File: src/rtl/qsu_pkg.sv
`timescale 1ns / 1ps
// Package for the quoted string unescaper: codes, character constants and result type.
// Used by the channel interfaces and by quoted_string_unescaper_core.
package qsu_pkg;

  localparam int MAX_HELD_SPACES_DEF = 32;
  localparam int MAX_LENGTH_DEF      = 4096;

  localparam int CHAR_W   = 8;
  localparam int STATUS_W = 2;
  localparam int LEN_W    = 13;

  localparam logic CMD_CHAR = 1'b0;
  localparam logic CMD_END  = 1'b1;

  localparam logic KIND_CHAR = 1'b0;
  localparam logic KIND_END  = 1'b1;

  localparam logic [STATUS_W-1:0] ST_OK         = 2'd0;
  localparam logic [STATUS_W-1:0] ST_UNF_ESCAPE = 2'd1;
  localparam logic [STATUS_W-1:0] ST_UNCLOSED   = 2'd2;
  localparam logic [STATUS_W-1:0] ST_OVERFLOW   = 2'd3;

  localparam logic [CHAR_W-1:0] CH_T      = 8'h74;
  localparam logic [CHAR_W-1:0] CH_R      = 8'h72;
  localparam logic [CHAR_W-1:0] CH_N      = 8'h6E;
  localparam logic [CHAR_W-1:0] CH_QUOTE  = 8'h22;
  localparam logic [CHAR_W-1:0] CH_BSLASH = 8'h5C;
  localparam logic [CHAR_W-1:0] CH_TAB    = 8'h09;
  localparam logic [CHAR_W-1:0] CH_CR     = 8'h0D;
  localparam logic [CHAR_W-1:0] CH_LF     = 8'h0A;
  localparam logic [CHAR_W-1:0] CH_SPACE  = 8'h20;
  localparam logic [CHAR_W-1:0] CH_NUL    = 8'h00;

  typedef struct packed {
    logic                kind;
    logic [CHAR_W-1:0]   ch;
    logic                last;
    logic [STATUS_W-1:0] status;
    logic [LEN_W-1:0]    len;
  } res_t;

  function automatic logic is_space(input logic [CHAR_W-1:0] c);
    return (c == CH_SPACE) || ((c >= CH_TAB) && (c <= CH_CR));
  endfunction

endpackage

File: src/rtl/qsu_ifs.sv
`timescale 1ns / 1ps
// Valid/ready channel interfaces for the input, result and configuration words.
// Field widths come from qsu_pkg.
interface qsu_in_if;
  logic                      valid;
  logic                      ready;
  logic                      command;
  logic [qsu_pkg::CHAR_W-1:0] in_char;
  modport source (output valid, command, in_char, input ready);
  modport sink   (input valid, command, in_char, output ready);
endinterface

interface qsu_out_if;
  logic                        valid;
  logic                        ready;
  logic                        kind;
  logic [qsu_pkg::CHAR_W-1:0]   out_char;
  logic                        last_of_run;
  logic [qsu_pkg::STATUS_W-1:0] status;
  logic [qsu_pkg::LEN_W-1:0]    consumed_length;
  modport source (output valid, kind, out_char, last_of_run, status, consumed_length,
                  input ready);
  modport sink   (input valid, kind, out_char, last_of_run, status, consumed_length,
                  output ready);
endinterface

interface qsu_cfg_if;
  logic                      valid;
  logic                      ready;
  logic [qsu_pkg::CHAR_W-1:0] data;
  modport source (output valid, data, input ready);
  modport sink   (input valid, data, output ready);
endinterface

File: src/rtl/quoted_string_unescaper_core.sv
`timescale 1ns / 1ps
// Quoted string unescaper top level; depends on qsu_pkg and the interfaces in qsu_ifs.sv.
// A word's first result passes the job registers, the e1 register and the result buffer.
// Throughput: one word per cycle while each word yields at most one result and the result
// buffer has room; a word releasing N held spaces and yielding M characters holds the input
// until its last result issues, since held-space reads and issues yield one result per cycle.
// Reset clears all decode state and the terminator; the held-space memory is not cleared.
module quoted_string_unescaper_core #(
  parameter int MAX_HELD_SPACES = qsu_pkg::MAX_HELD_SPACES_DEF,
  parameter int MAX_LENGTH      = qsu_pkg::MAX_LENGTH_DEF
) (
  input  logic      clk,
  input  logic      rst_n,
  qsu_in_if.sink    in_ch,
  qsu_out_if.source out_ch,
  qsu_cfg_if.sink   cfg_ch
);

  localparam int AW    = (MAX_HELD_SPACES > 1) ? $clog2(MAX_HELD_SPACES) : 1;
  localparam int HC_W  = $clog2(MAX_HELD_SPACES + 1);
  localparam int CW    = $clog2(MAX_LENGTH + 1);
  localparam int LXW   = (CW > qsu_pkg::LEN_W) ? CW : qsu_pkg::LEN_W;
  localparam int DEPTH = 4;
  localparam int FPW   = $clog2(DEPTH);
  localparam int FCW   = $clog2(DEPTH + 1);

  logic [qsu_pkg::CHAR_W-1:0] term_r;

  logic            inq_r, inq_nxt;
  logic            esc_r, esc_nxt;
  logic            seen_r, seen_nxt;
  logic            stop_r, stop_nxt;
  logic [qsu_pkg::STATUS_W-1:0] err_r, err_nxt;
  logic [HC_W-1:0] held_r, held_nxt;
  logic [CW-1:0]   cnt_r, cnt_nxt, cnt_inc;
  logic [LXW-1:0]  cnt_ext;

  logic [qsu_pkg::CHAR_W-1:0] held_mem [MAX_HELD_SPACES];
  logic [qsu_pkg::CHAR_W-1:0] mem_rd_r;

  logic            job_active_r;
  logic [HC_W-1:0] job_idx_r, job_nflush_r;
  logic [qsu_pkg::CHAR_W-1:0] job_ch0_r, job_ch1_r;
  logic            job_two_r, job_end_r, job_chsel_r;
  logic [qsu_pkg::STATUS_W-1:0] job_status_r;
  logic [qsu_pkg::LEN_W-1:0]    job_len_r;

  logic            mk_job, nj_two, nj_end, hold_wr;
  logic [HC_W-1:0] nj_flush;
  logic [qsu_pkg::CHAR_W-1:0] nj_ch0, nj_ch1;
  logic [qsu_pkg::STATUS_W-1:0] nj_status;

  logic            in_acc, can_issue, in_flush, rd_issue, ch_issue, ch_last, job_done;
  logic [qsu_pkg::CHAR_W-1:0] c;

  logic            e1_v_r, e1_mem_r;
  qsu_pkg::res_t   e1_res_r, e1_res, iss_res;

  qsu_pkg::res_t   fifo [DEPTH];
  logic [FPW-1:0]  wr_ptr_r, rd_ptr_r;
  logic [FCW-1:0]  fifo_cnt_r;
  logic            pop;

  assign c        = in_ch.in_char;
  assign cnt_ext  = LXW'(cnt_r);
  assign cnt_inc  = (cnt_r < CW'(MAX_LENGTH)) ? cnt_r + CW'(1) : cnt_r;

  assign can_issue = job_active_r && ((fifo_cnt_r + FCW'(e1_v_r)) < FCW'(DEPTH));
  assign in_flush  = job_idx_r < job_nflush_r;
  assign rd_issue  = can_issue && in_flush;
  assign ch_issue  = can_issue && !in_flush;
  assign ch_last   = job_end_r || job_chsel_r || !job_two_r;
  assign job_done  = ch_issue && ch_last;

  assign in_ch.ready  = !job_active_r || job_done;
  assign in_acc       = in_ch.valid && in_ch.ready;
  assign cfg_ch.ready = 1'b1;

  always_comb begin
    inq_nxt   = inq_r;
    esc_nxt   = esc_r;
    seen_nxt  = seen_r;
    stop_nxt  = stop_r;
    err_nxt   = err_r;
    held_nxt  = held_r;
    cnt_nxt   = cnt_r;
    mk_job    = 1'b0;
    nj_two    = 1'b0;
    nj_end    = 1'b0;
    nj_flush  = '0;
    nj_ch0    = c;
    nj_ch1    = c;
    nj_status = qsu_pkg::ST_OK;
    hold_wr   = 1'b0;
    if (in_acc) begin
      if (in_ch.command == qsu_pkg::CMD_END) begin
        mk_job = 1'b1;
        nj_end = 1'b1;
        if (esc_r) begin
          nj_status = qsu_pkg::ST_UNF_ESCAPE;
        end else if (inq_r) begin
          nj_status = qsu_pkg::ST_UNCLOSED;
        end else begin
          nj_status = err_r;
        end
        inq_nxt  = 1'b0;
        esc_nxt  = 1'b0;
        seen_nxt = 1'b0;
        stop_nxt = 1'b0;
        err_nxt  = qsu_pkg::ST_OK;
        held_nxt = '0;
        cnt_nxt  = '0;
      end else if (!stop_r) begin
        if (!esc_r && !inq_r && (term_r != qsu_pkg::CH_NUL) && (c == term_r)) begin
          stop_nxt = 1'b1;
        end else begin
          cnt_nxt = cnt_inc;
          if (esc_r) begin
            esc_nxt  = 1'b0;
            mk_job   = 1'b1;
            nj_flush = held_r;
            held_nxt = '0;
            seen_nxt = 1'b1;
            case (c)
              qsu_pkg::CH_T: nj_ch0 = qsu_pkg::CH_TAB;
              qsu_pkg::CH_R: nj_ch0 = qsu_pkg::CH_CR;
              qsu_pkg::CH_N: nj_ch0 = qsu_pkg::CH_LF;
              default: begin
                nj_ch0 = qsu_pkg::CH_BSLASH;
                nj_two = 1'b1;
              end
            endcase
          end else if (c == qsu_pkg::CH_QUOTE) begin
            inq_nxt = !inq_r;
          end else if (c == qsu_pkg::CH_BSLASH) begin
            esc_nxt = 1'b1;
          end else if (inq_r || !qsu_pkg::is_space(c)) begin
            mk_job   = 1'b1;
            nj_flush = held_r;
            held_nxt = '0;
            seen_nxt = 1'b1;
          end else if (seen_r) begin
            if (held_r < HC_W'(MAX_HELD_SPACES)) begin
              hold_wr  = 1'b1;
              held_nxt = held_r + HC_W'(1);
            end else begin
              err_nxt = qsu_pkg::ST_OVERFLOW;
            end
          end
        end
      end
    end
  end

  always_ff @(posedge clk) begin
    if (!rst_n) begin
      term_r <= '0;
      inq_r  <= 1'b0;
      esc_r  <= 1'b0;
      seen_r <= 1'b0;
      stop_r <= 1'b0;
      err_r  <= qsu_pkg::ST_OK;
      held_r <= '0;
      cnt_r  <= '0;
    end else begin
      if (cfg_ch.valid && cfg_ch.ready) begin
        term_r <= cfg_ch.data;
      end
      inq_r  <= inq_nxt;
      esc_r  <= esc_nxt;
      seen_r <= seen_nxt;
      stop_r <= stop_nxt;
      err_r  <= err_nxt;
      held_r <= held_nxt;
      cnt_r  <= cnt_nxt;
    end
  end

  always_ff @(posedge clk) begin
    if (hold_wr) begin
      held_mem[held_r[AW-1:0]] <= c;
    end
    if (rd_issue) begin
      mem_rd_r <= held_mem[job_idx_r[AW-1:0]];
    end
  end

  always_ff @(posedge clk) begin
    if (!rst_n) begin
      job_active_r <= 1'b0;
    end else if (in_acc && mk_job) begin
      job_active_r <= 1'b1;
    end else if (job_done) begin
      job_active_r <= 1'b0;
    end
  end

  always_ff @(posedge clk) begin
    if (in_acc && mk_job) begin
      job_idx_r    <= '0;
      job_nflush_r <= nj_flush;
      job_ch0_r    <= nj_ch0;
      job_ch1_r    <= nj_ch1;
      job_two_r    <= nj_two;
      job_end_r    <= nj_end;
      job_chsel_r  <= 1'b0;
      job_status_r <= nj_status;
      job_len_r    <= cnt_ext[qsu_pkg::LEN_W-1:0];
    end else begin
      if (rd_issue) begin
        job_idx_r <= job_idx_r + HC_W'(1);
      end
      if (ch_issue) begin
        job_chsel_r <= 1'b1;
      end
    end
  end

  always_comb begin
    iss_res = '0;
    if (ch_issue) begin
      if (job_end_r) begin
        iss_res.kind   = qsu_pkg::KIND_END;
        iss_res.ch     = qsu_pkg::CH_NUL;
        iss_res.status = job_status_r;
        iss_res.len    = job_len_r;
      end else begin
        iss_res.kind = qsu_pkg::KIND_CHAR;
        iss_res.ch   = job_chsel_r ? job_ch1_r : job_ch0_r;
      end
      iss_res.last = ch_last;
    end
  end

  always_ff @(posedge clk) begin
    if (!rst_n) begin
      e1_v_r <= 1'b0;
    end else begin
      e1_v_r <= can_issue;
    end
    e1_mem_r <= rd_issue;
    e1_res_r <= iss_res;
  end

  always_comb begin
    e1_res = e1_res_r;
    if (e1_mem_r) begin
      e1_res    = '0;
      e1_res.ch = mem_rd_r;
    end
  end

  assign pop = out_ch.valid && out_ch.ready;

  always_ff @(posedge clk) begin
    if (!rst_n) begin
      wr_ptr_r   <= '0;
      rd_ptr_r   <= '0;
      fifo_cnt_r <= '0;
    end else begin
      if (e1_v_r) begin
        wr_ptr_r <= wr_ptr_r + FPW'(1);
      end
      if (pop) begin
        rd_ptr_r <= rd_ptr_r + FPW'(1);
      end
      fifo_cnt_r <= fifo_cnt_r + FCW'(e1_v_r) - FCW'(pop);
    end
  end

  always_ff @(posedge clk) begin
    if (e1_v_r) begin
      fifo[wr_ptr_r] <= e1_res;
    end
  end

  assign out_ch.valid           = fifo_cnt_r != '0;
  assign out_ch.kind            = fifo[rd_ptr_r].kind;
  assign out_ch.out_char        = fifo[rd_ptr_r].ch;
  assign out_ch.last_of_run     = fifo[rd_ptr_r].last;
  assign out_ch.status          = fifo[rd_ptr_r].status;
  assign out_ch.consumed_length = fifo[rd_ptr_r].len;

  // The result buffer never takes more words than it holds.
  a_fifo_bound: assert property (@(posedge clk) disable iff (!rst_n)
    (fifo_cnt_r + FCW'(e1_v_r)) <= FCW'(DEPTH))
    else $error("result buffer overrun");

  // No held space is written while a release of held spaces is still reading the memory.
  a_hold_interlock: assert property (@(posedge clk) disable iff (!rst_n)
    hold_wr |-> !(job_active_r && in_flush))
    else $error("held-space write during release");

  // An end marker returns the decode state to its reset value.
  a_end_clears: assert property (@(posedge clk) disable iff (!rst_n)
    (in_acc && (in_ch.command == qsu_pkg::CMD_END)) |=>
      (held_r == '0) && !esc_r && !inq_r && !stop_r && (cnt_r == '0))
    else $error("end marker left decode state");

  // An end report always closes the run of its word.
  a_end_last: assert property (@(posedge clk) disable iff (!rst_n)
    (out_ch.valid && (out_ch.kind == qsu_pkg::KIND_END)) |-> out_ch.last_of_run)
    else $error("end report without last mark");

  // An issued result is in the e1 stage register in the cycle after it is issued, bound for the buffer.
  a_issue_lands: assert property (@(posedge clk) disable iff (!rst_n)
    can_issue |=> e1_v_r)
    else $error("issued result lost");

endmodule
File: src/flat_wrapper.sv
// flat-port wrapper written by rule: the top's interface ports become plain ports
module quoted_string_unescaper_core_flat 
#(
  parameter int MAX_HELD_SPACES = qsu_pkg::MAX_HELD_SPACES_DEF,
  parameter int MAX_LENGTH      = qsu_pkg::MAX_LENGTH_DEF
)
  (clk, rst_n, in_ch_valid, in_ch_command, in_ch_in_char, in_ch_ready, out_ch_valid, out_ch_kind, out_ch_out_char, out_ch_last_of_run, out_ch_status, out_ch_consumed_length, out_ch_ready, cfg_ch_valid, cfg_ch_data, cfg_ch_ready);
  qsu_in_if in_ch_i ();
  qsu_out_if out_ch_i ();
  qsu_cfg_if cfg_ch_i ();
  input  logic clk;
  input  logic rst_n;
  input wire logic [$bits(in_ch_i.valid)-1:0] in_ch_valid;
  input wire logic [$bits(in_ch_i.command)-1:0] in_ch_command;
  input wire logic [$bits(in_ch_i.in_char)-1:0] in_ch_in_char;
  output wire logic [$bits(in_ch_i.ready)-1:0] in_ch_ready;
  output wire logic [$bits(out_ch_i.valid)-1:0] out_ch_valid;
  output wire logic [$bits(out_ch_i.kind)-1:0] out_ch_kind;
  output wire logic [$bits(out_ch_i.out_char)-1:0] out_ch_out_char;
  output wire logic [$bits(out_ch_i.last_of_run)-1:0] out_ch_last_of_run;
  output wire logic [$bits(out_ch_i.status)-1:0] out_ch_status;
  output wire logic [$bits(out_ch_i.consumed_length)-1:0] out_ch_consumed_length;
  input wire logic [$bits(out_ch_i.ready)-1:0] out_ch_ready;
  input wire logic [$bits(cfg_ch_i.valid)-1:0] cfg_ch_valid;
  input wire logic [$bits(cfg_ch_i.data)-1:0] cfg_ch_data;
  output wire logic [$bits(cfg_ch_i.ready)-1:0] cfg_ch_ready;
  assign in_ch_i.valid = in_ch_valid;
  assign in_ch_i.command = in_ch_command;
  assign in_ch_i.in_char = in_ch_in_char;
  assign in_ch_ready = in_ch_i.ready;
  assign out_ch_valid = out_ch_i.valid;
  assign out_ch_kind = out_ch_i.kind;
  assign out_ch_out_char = out_ch_i.out_char;
  assign out_ch_last_of_run = out_ch_i.last_of_run;
  assign out_ch_status = out_ch_i.status;
  assign out_ch_consumed_length = out_ch_i.consumed_length;
  assign out_ch_i.ready = out_ch_ready;
  assign cfg_ch_i.valid = cfg_ch_valid;
  assign cfg_ch_i.data = cfg_ch_data;
  assign cfg_ch_ready = cfg_ch_i.ready;
  quoted_string_unescaper_core #(.MAX_HELD_SPACES(MAX_HELD_SPACES), .MAX_LENGTH(MAX_LENGTH)) u_core (.clk(clk), .rst_n(rst_n), .in_ch(in_ch_i), .out_ch(out_ch_i), .cfg_ch(cfg_ch_i));
endmodule
File: config.mk
export PLATFORM = sky130hd
export DESIGN_NAME = quoted_string_unescaper_core_flat
export DESIGN_NICKNAME = d
export VERILOG_FILES = /design/src/rtl/qsu_pkg.sv /design/src/rtl/qsu_ifs.sv /design/src/rtl/quoted_string_unescaper_core.sv /design/src/flat_wrapper.sv
export SDC_FILE = /design/constraint.sdc
export NUM_CORES = 1
export LEC_CHECK = 0
export BUFFER_PORTS_ARGS = -buffer_cell sky130_fd_sc_hd__buf_2
export CORE_MARGIN = 2
export CORE_UTILIZATION = 44
export DETAILED_ROUTE_END_ITERATION = 10
export SYNTH_ARGS = -nofsm -noshare
export SYNTH_HDL_FRONTEND = slang
export SYNTH_SLANG_ARGS = --single-unit
export TNS_END_PERCENT = 50
File: constraint.sdc
create_clock -name clk -period 3.3 [get_ports clk]
set_input_delay 0 -clock clk [delete_from_list [all_inputs] [get_ports clk]]
set_output_delay 0 -clock clk [all_outputs]
set_load 0.01 [all_outputs]
==> key figures, run 1 <==
STA
  – Final Cycle Share: 94.1%
  – Slew @ Worst Pin: 947 ps
  – Max Clk Rate: 322 MHz
  – Final setup violation count: 0
  – Min Tclk post-route: 3110 ps
  – Slew headroom: 36.9%
  – Final setup TNS: 0 ps
  – Final Slew Violations: 0
  – RSZ-0062 raised after global routing: no
  – Final hold viol count: 0
  – Skew final: 22.5 ps
  – Hold slack: 29.2 ps

Setup path
  – Worst-path maximum fanout: 8
  – Worst reg2reg startpoint: u_core.e1_v_r
  – Critical path type: flip-flop to flip-flop
  – Worst setup startpoint: u_core.e1_v_r
  – Endpoint type of the worst setup path: flip-flop
  – Worst EP arrival: 3300 ps
  – CP Launch Type: flip-flop
  – Critical path required time: 3500 ps

Clocking
  – CTS max path bufs: 3
  – Clk slew on worst S/H paths: 60 ps
  – Sink Count: 479
  – Post-CTS Setup Inserts: 0
  – # resized after CTS: 0
  – CTS tree: done
  – Clock Latency Late Sink: 580 ps
  – H-tree depth: 2
  – Clock buffer count from CTS: 48
  – CTS root buf: clkbuf_16

Global route
  – Largest net degree at the start of global routing: 68
  – GRT Util Overall: 18.5%
  – Grt ovf: 0
  – Vias in the first global route: 9684
  – Initial antenna violation count: 1
  – Global-route wire length before repair: 60.9 mm

Drt
  – Initial drt markers: 699
  – Drt drc: 0
  – Via count: 9497
  – Antenna viol nets, final: 0
  – DR WL/cell: 23.1 µm
  – 1st-pass router iterations: 5
  – Via-per-instance ratio: 5.46
  – Routed WL: 40.2 mm

Floorplan
  – IO Pins: 50
  – Die Width: 211 µm
  – Core ar.: 42800 µm²
  – Row cnt: 76
  – Full die area: 44700 µm²
  – Starting Density: 44.3%
  – Die Ht: 211 µm

Place
  – Port bufs: 48
  – Post-DP HPWL: 25.1 mm
  – Gp weighted congestion: 0.802
  – Placed Area: 19900 µm²
  – Dpl cells: 1624

Logic synthesis
  – Avg Inst Size Synth: 18.2 µm²
  – EDFF count, synth: 403
  – Largest area contributor in the netlist: edfxtp_1
  – Post-synthesis sequential area ratio: 71.9%
  – Most used DFF post-synth: edfxtp_1
  – Synth Net Count: 1084
  – Distinct cells, synth: 69
  – Synth Instances: 1043
  – Async set or reset register ratio after synthesis: 0%
  – Top cells by area in the synthesized netlist: edfxtp_1 (64%), mux4_2 (12%), dfxtp_1 (8.0%)
  – Mapped Area: 18900 µm²
  – Area share of the largest cell type after synthesis: 63.9%
  – Synth Warn #: 0
  – Synth Register Bits: 479

Power
  – P_leak: 7.19 nW
  – Power Dens Cells: 687 nW/µm²
  – Switching Fraction: 24.9%
  – Part of the power in the clock network: 36.1%
  – Logic gate share of total power: 16.9%
  – Psw: 3.72 mW
  – Overall power: 15.0 mW
  – Reg power frac: 47.0%
  – Int Power: 11.2 mW
  – VDD IR max: 496 µV

Final layout
  – Final nets: 1195
  – Fin cells: 1739
  – Diode count: 0
  – Area growth from synthesis to layout: 15.0%
  – Layout cells sized above 1: 25.9%
  – Final Instance Area: 21800 µm²

Flow run
  – Max-cap violation count: 0

Outcome
  – Run status: finished clean

Hold path
  – HP Start: in_ch_valid
  – Hold crit path type: input port to flip-flop
[stage by stage]
stage	worst slack, ps	util (%)
final	195	50.9
after global routing	50.3	50.9
after CTS	153	50.9
after detailed placement	192	46.6
after global placement	272	46.6
after floorplan	33.5	-
[cells by family after synthesis]
group / after synthesis / share of synthesized area [%]
other cells: 1 / 0.0198
buf+inv: 77 / 1.78
fa+ha+maj: 19 / 1.26
flops: 479 / 71.9
mux: 140 / 14.4
simple gates: 227 / 6.48
xor+xnor: 18 / 0.833
compound gates: 82 / 3.24
[critical path, stage by stage (launching register included)]
cell and delay (ps):
dfxtp_1 370, ha_1 210, ha_1 200, xnor2_1 240, o21ai_1 180, a21bo_2 260
nor2_2 240, nand4_2 130, buf_4 230, nor2_1 660
[power groups by stage]
| stage | Clock [mW] | Sequential, mW | Combinational (mW) |
|---|---|---|---|
| floorplan | 0 | 7.00 | 1.85 |
| global placement | 0 | 7.17 | 2.52 |
| detailed placement | 0 | 7.17 | 2.53 |
| CTS | 5.53 | 7.04 | 2.56 |
| global route | 5.78 | 7.07 | 2.72 |
| finish | 5.41 | 7.03 | 2.53 |
[path summary, 6_finish.rpt]
path / depth (start not counted) / slack (ps) / endpoint
max: 9 / 190 / u_core.held_mem[23][7]
min: 4 / 30 / u_core.stop_r
max reg2reg: 9 / 190 / u_core.held_mem[23][7]
min reg2reg: 1 / 480 / u_core.e1_res_r[4]
[layer usage]
layer	share of wire, %	GRT usage, %	wire (µm)
met1	46	26.2	18300
met2	47	29.2	18900
met5	0	0	0
met3	5.1	3.59	2070
met4	2.2	5.78	881
[cell type report]
cell class | instances | area, µm²
Fill cell | 3470 | 21000
Multi-Input combinational cell | 487 | 4970
Timing Repair Buffer | 111 | 816
Sequential cell | 479 | 13600
Tap cell | 546 | 683
Clock buffer | 58 | 1250
Inverter | 27 | 101
Clock inverter | 31 | 322
[Yosys cell counts (3+ instances only)]
cell type,n
nor2_1,86
o31ai_1,6
mux2_2,16
clkbuf_1,28
or4_1,4
buf_4,7
a21oi_1,21
or2_2,3
ha_1,19
nand2_1,21
buf_1,7
nand2b_1,6
xnor2_1,4
xor2_1,14
nor3_1,3
o21a_1,5
mux4_2,105
nand4_2,4
edfxtp_1,403
buf_2,6
mux2i_1,19
nand3_1,19
nor4_1,5
nor2b_1,20
or3_1,11
inv_1,27
o311ai_0,3
and3_1,17
o21ai_1,8
nand4_1,8
o21ai_0,11
dfxtp_1,76
and2_1,6
[flip-flops by register name, indices dropped and copies added, names as in the netlist, 3 cells and up, named ones only]
register             flops
u_core.job_ch0_r         8
u_core.held_r            6
u_core.job_idx_r         6
u_core.job_nflush_r      6
u_core.e1_res_r         25
u_core.fifo            100
u_core.fifo_cnt_r        3
u_core.mem_rd_r          8
u_core.cnt_ext          13
u_core.job_ch1_r         8
u_core.job_len_r        13
u_core.held_mem        256
u_core.term_r            8
[layout by cell type (no fill, tap or decap), types with 20 or more instances in the layout]
master	instances
edfxtp_1	403
mux4_2	105
nor2_1	86
dfxtp_1	73
clkbuf_16	48
buf_2	48
buf_4	34
inv_1	27
dlygate4sd3_1	26
nand2_1	21
a21oi_1	21
nor2b_1	20
[timing repair]
action,CTS,global route
setup endpoints to repair,0,0
hold buffers,26,0
hold endpoints to repair,53,0
(Power assumes the default switching activity.)
==> run 2, diff against run 1 <==
--- a/config.mk
+++ b/config.mk
@@ -9,6 +9,7 @@
 export CORE_MARGIN = 2
 export CORE_UTILIZATION = 44
 export DETAILED_ROUTE_END_ITERATION = 10
+export MAX_ROUTING_LAYER = met4
 export SYNTH_ARGS = -nofsm -noshare
 export SYNTH_HDL_FRONTEND = slang
 export SYNTH_SLANG_ARGS = --single-unit
==> run 2 against run 1 <==
Fmax up 0.90%. Sequential share of layout area is the same. Clock skew decreased by 2.0 ps. Global-route usage grew 0.57 points. Routed wire length down 0.27%. Via count grew 0.23%. Non-clock buffer count is the same. Register-to-register slack improved by 30 ps. Total power barely moved. First-iteration DRC count rose by 0.72%. Clock power hardly changed.
==> key figures, run 2 (same netlist as run 1, synthesis figures left out) <==
Outcome
  – Run status: finished clean

STA
  – Max Clk Rate: 325 MHz (+0.90%)
  – Slew @ Worst Pin: 947 ps (-0.160 ps)
  – Final setup TNS: 0 ps (unchanged)
  – Min Tclk post-route: 3080 ps (-27.7 ps)
  – Skew final: 20.5 ps (-1.97 ps)
  – Final Slew Violations: 0 (unchanged)
  – Final setup violation count: 0 (unchanged)
  – Fin worst setup slack: 222 ps (+27.7 ps)
  – Slew headroom: 36.9% (about the same)
  – RSZ-0062 raised after global routing: no
  – Final hold viol count: 0 (unchanged)
  – Final Cycle Share: 93.3% (-0.84 points)

Floorplan
  – Full die area: 44700 µm² (unchanged)
  – Die Width: 211 µm (unchanged)
  – Starting Density: 44.3% (unchanged)
  – Row cnt: 76 (unchanged)
  – Core ar.: 42800 µm² (unchanged)
  – IO Pins: 50 (unchanged)
  – Die Ht: 211 µm (unchanged)

Clocking
  – Clk slew on worst S/H paths: 60 ps (about the same)
  – Clock Latency Late Sink: 580 ps (about the same)
  – CTS root buf: clkbuf_16
  – CTS max path bufs: 3 (unchanged)
  – CTS tree: done
  – H-tree depth: 2 (unchanged)
  – # resized after CTS: 0 (unchanged)
  – Clock buffer count from CTS: 48 (unchanged)
  – Sink Count: 479 (unchanged)

Place
  – Post-DP HPWL: 25.1 mm (unchanged)
  – Placed Area: 19900 µm² (unchanged)
  – Port bufs: 48 (unchanged)
  – Gp weighted congestion: 0.814 (+1.5%)
  – Pre-CTS WS: 192 ps (unchanged)

Final layout
  – Final Instance Area: 21800 µm² (unchanged)
  – Layout cells sized above 1: 25.9% (unchanged)
  – Fill cell count: 3470 (unchanged)
  – Diode count: 0 (unchanged)
  – Area growth from synthesis to layout: 15.0% (unchanged)
  – Most frequent cells in the layout: edfxtp_1 (403), mux4_2 (105), nor2_1 (86)
  – Max reg flops: 256 (unchanged)
  – Post-layout util: 50.9% (unchanged)
  – Final nets: 1195 (unchanged)
  – Most common cell after layout, fill and taps aside: edfxtp_1

Power
  – VDD IR max: 498 µV (+0.48%)
  – P_leak: 7.19 nW (unchanged)
  – Power Dens Cells: 687 nW/µm² (about the same)
  – Overall power: 15.0 mW (about the same)

Drt
  – Antenna viol nets, final: 0 (unchanged)
  – Via-per-instance ratio: 5.47 (+0.23%)
  – Initial drt markers: 704 (+0.72%)
  – DR WL/cell: 23.1 µm (-0.27%)
  – Routed WL: 40.1 mm (-0.27%)
  – 1st-pass router iterations: 5 (unchanged)
  – Drt drc: 0 (unchanged)
  – Via count: 9519 (+0.23%)

Global route
  – Initial antenna violation count: 1 (unchanged)
  – Largest net degree at the start of global routing: 68 (unchanged)
  – Global-route wire length before repair: 60.9 mm (about the same)
  – GRT Util Overall: 19.1% (+0.57 points)
  – Grt ovf: 0 (unchanged)
  – Vias in the first global route: 9692 (+0.083%)

Setup path
  – Endpoint type of the worst setup path: flip-flop
  – Worst EP arrival: 3280 ps (-20 ps)
  – Reg2reg end: u_core.held_mem[23][7]
  – Critical path required time: 3500 ps (about the same)
  – Worst reg2reg startpoint: u_core.e1_v_r
  – Critical path type: flip-flop to flip-flop
  – Worst-path maximum fanout: 8 (unchanged)
  – Worst setup startpoint: u_core.e1_v_r
  – Setup crit end: u_core.held_mem[23][7]
  – Worst R2R Path Depth: 9 (unchanged)
  – CP Launch Type: flip-flop
  – Internal reg-to-reg setup slack: 220 ps (+30 ps)

Hold path
  – Hold crit path type: input port to flip-flop

Flow run
  – Max-cap violation count: 0 (unchanged)
run 2: how the worst min path moves through the flow:
stage,cells after the start,to,start
finish,4,u_core.stop_r,in_ch_valid
global route,4,u_core.stop_r,in_ch_valid
CTS,4,u_core.stop_r,in_ch_valid
detailed placement,3,u_core.term_r[1],cfg_ch_data[1]
global placement,3,u_core.term_r[1],cfg_ch_data[1]
floorplan,0,u_core.held_mem[0][0],in_ch_in_char[0]
run 2: critical path: stages (launching register included):
cell and delay, ps:
dfxtp_1 370, ha_1 210, ha_1 200, xnor2_1 240, o21ai_1 180, a21bo_2 260, nor2_2 250, nand4_2 130
buf_4 230, nor2_1 630
run 2: per-layer routing:
metal  global-route usage [%]  up-vias  wire (µm)
li1                         -     4348          -
met1                     26.2     4816      17900
met2                     29.2      294      18900
met3                     3.59       61       2400
met4                     5.78        0        905
met5                        -        -          0
run 2: where the power goes:
part | total [mW] | switching [mW] | leakage [nW] | internal (mW)
registers | 7.03 | 0.216 | 4.30 | 6.81
clock network | 5.41 | 2.23 | 0.774 | 3.17
logic | 2.53 | 1.27 | 2.12 | 1.26
total | 15.0 | 3.72 | 7.19 | 11.2
run 2: final cells by class:
type / count / area, µm² / share of cell area [%]
Timing Repair Buffer: 111 / 816 / 3.75
Sequential cell: 479 / 13600 / 62.6
Clock inverter: 31 / 322 / 1.48
Clock buffer: 58 / 1250 / 5.73
Inverter: 27 / 101 / 0.465
Tap cell: 546 / 683 / 3.14
Multi-Input combinational cell: 487 / 4970 / 22.8
run 2: metrics by stage:
| step | hold WS [ps] | std cells |
|---|---|---|
| CTS | 13.2 | 1739 |
| detailed placement | 244 | 1624 |
| global placement | 231 | 1624 |
| finish | 28.2 | 1739 |
| floorplan | 98.9 | 1043 |
| global route | 85.9 | 1739 |
run 2: repair_timing:
action / in CTS / in global routing
hold endpoints to repair: 53 / 0
buffers inserted: 0 / 0
hold buffers: 26 / 0
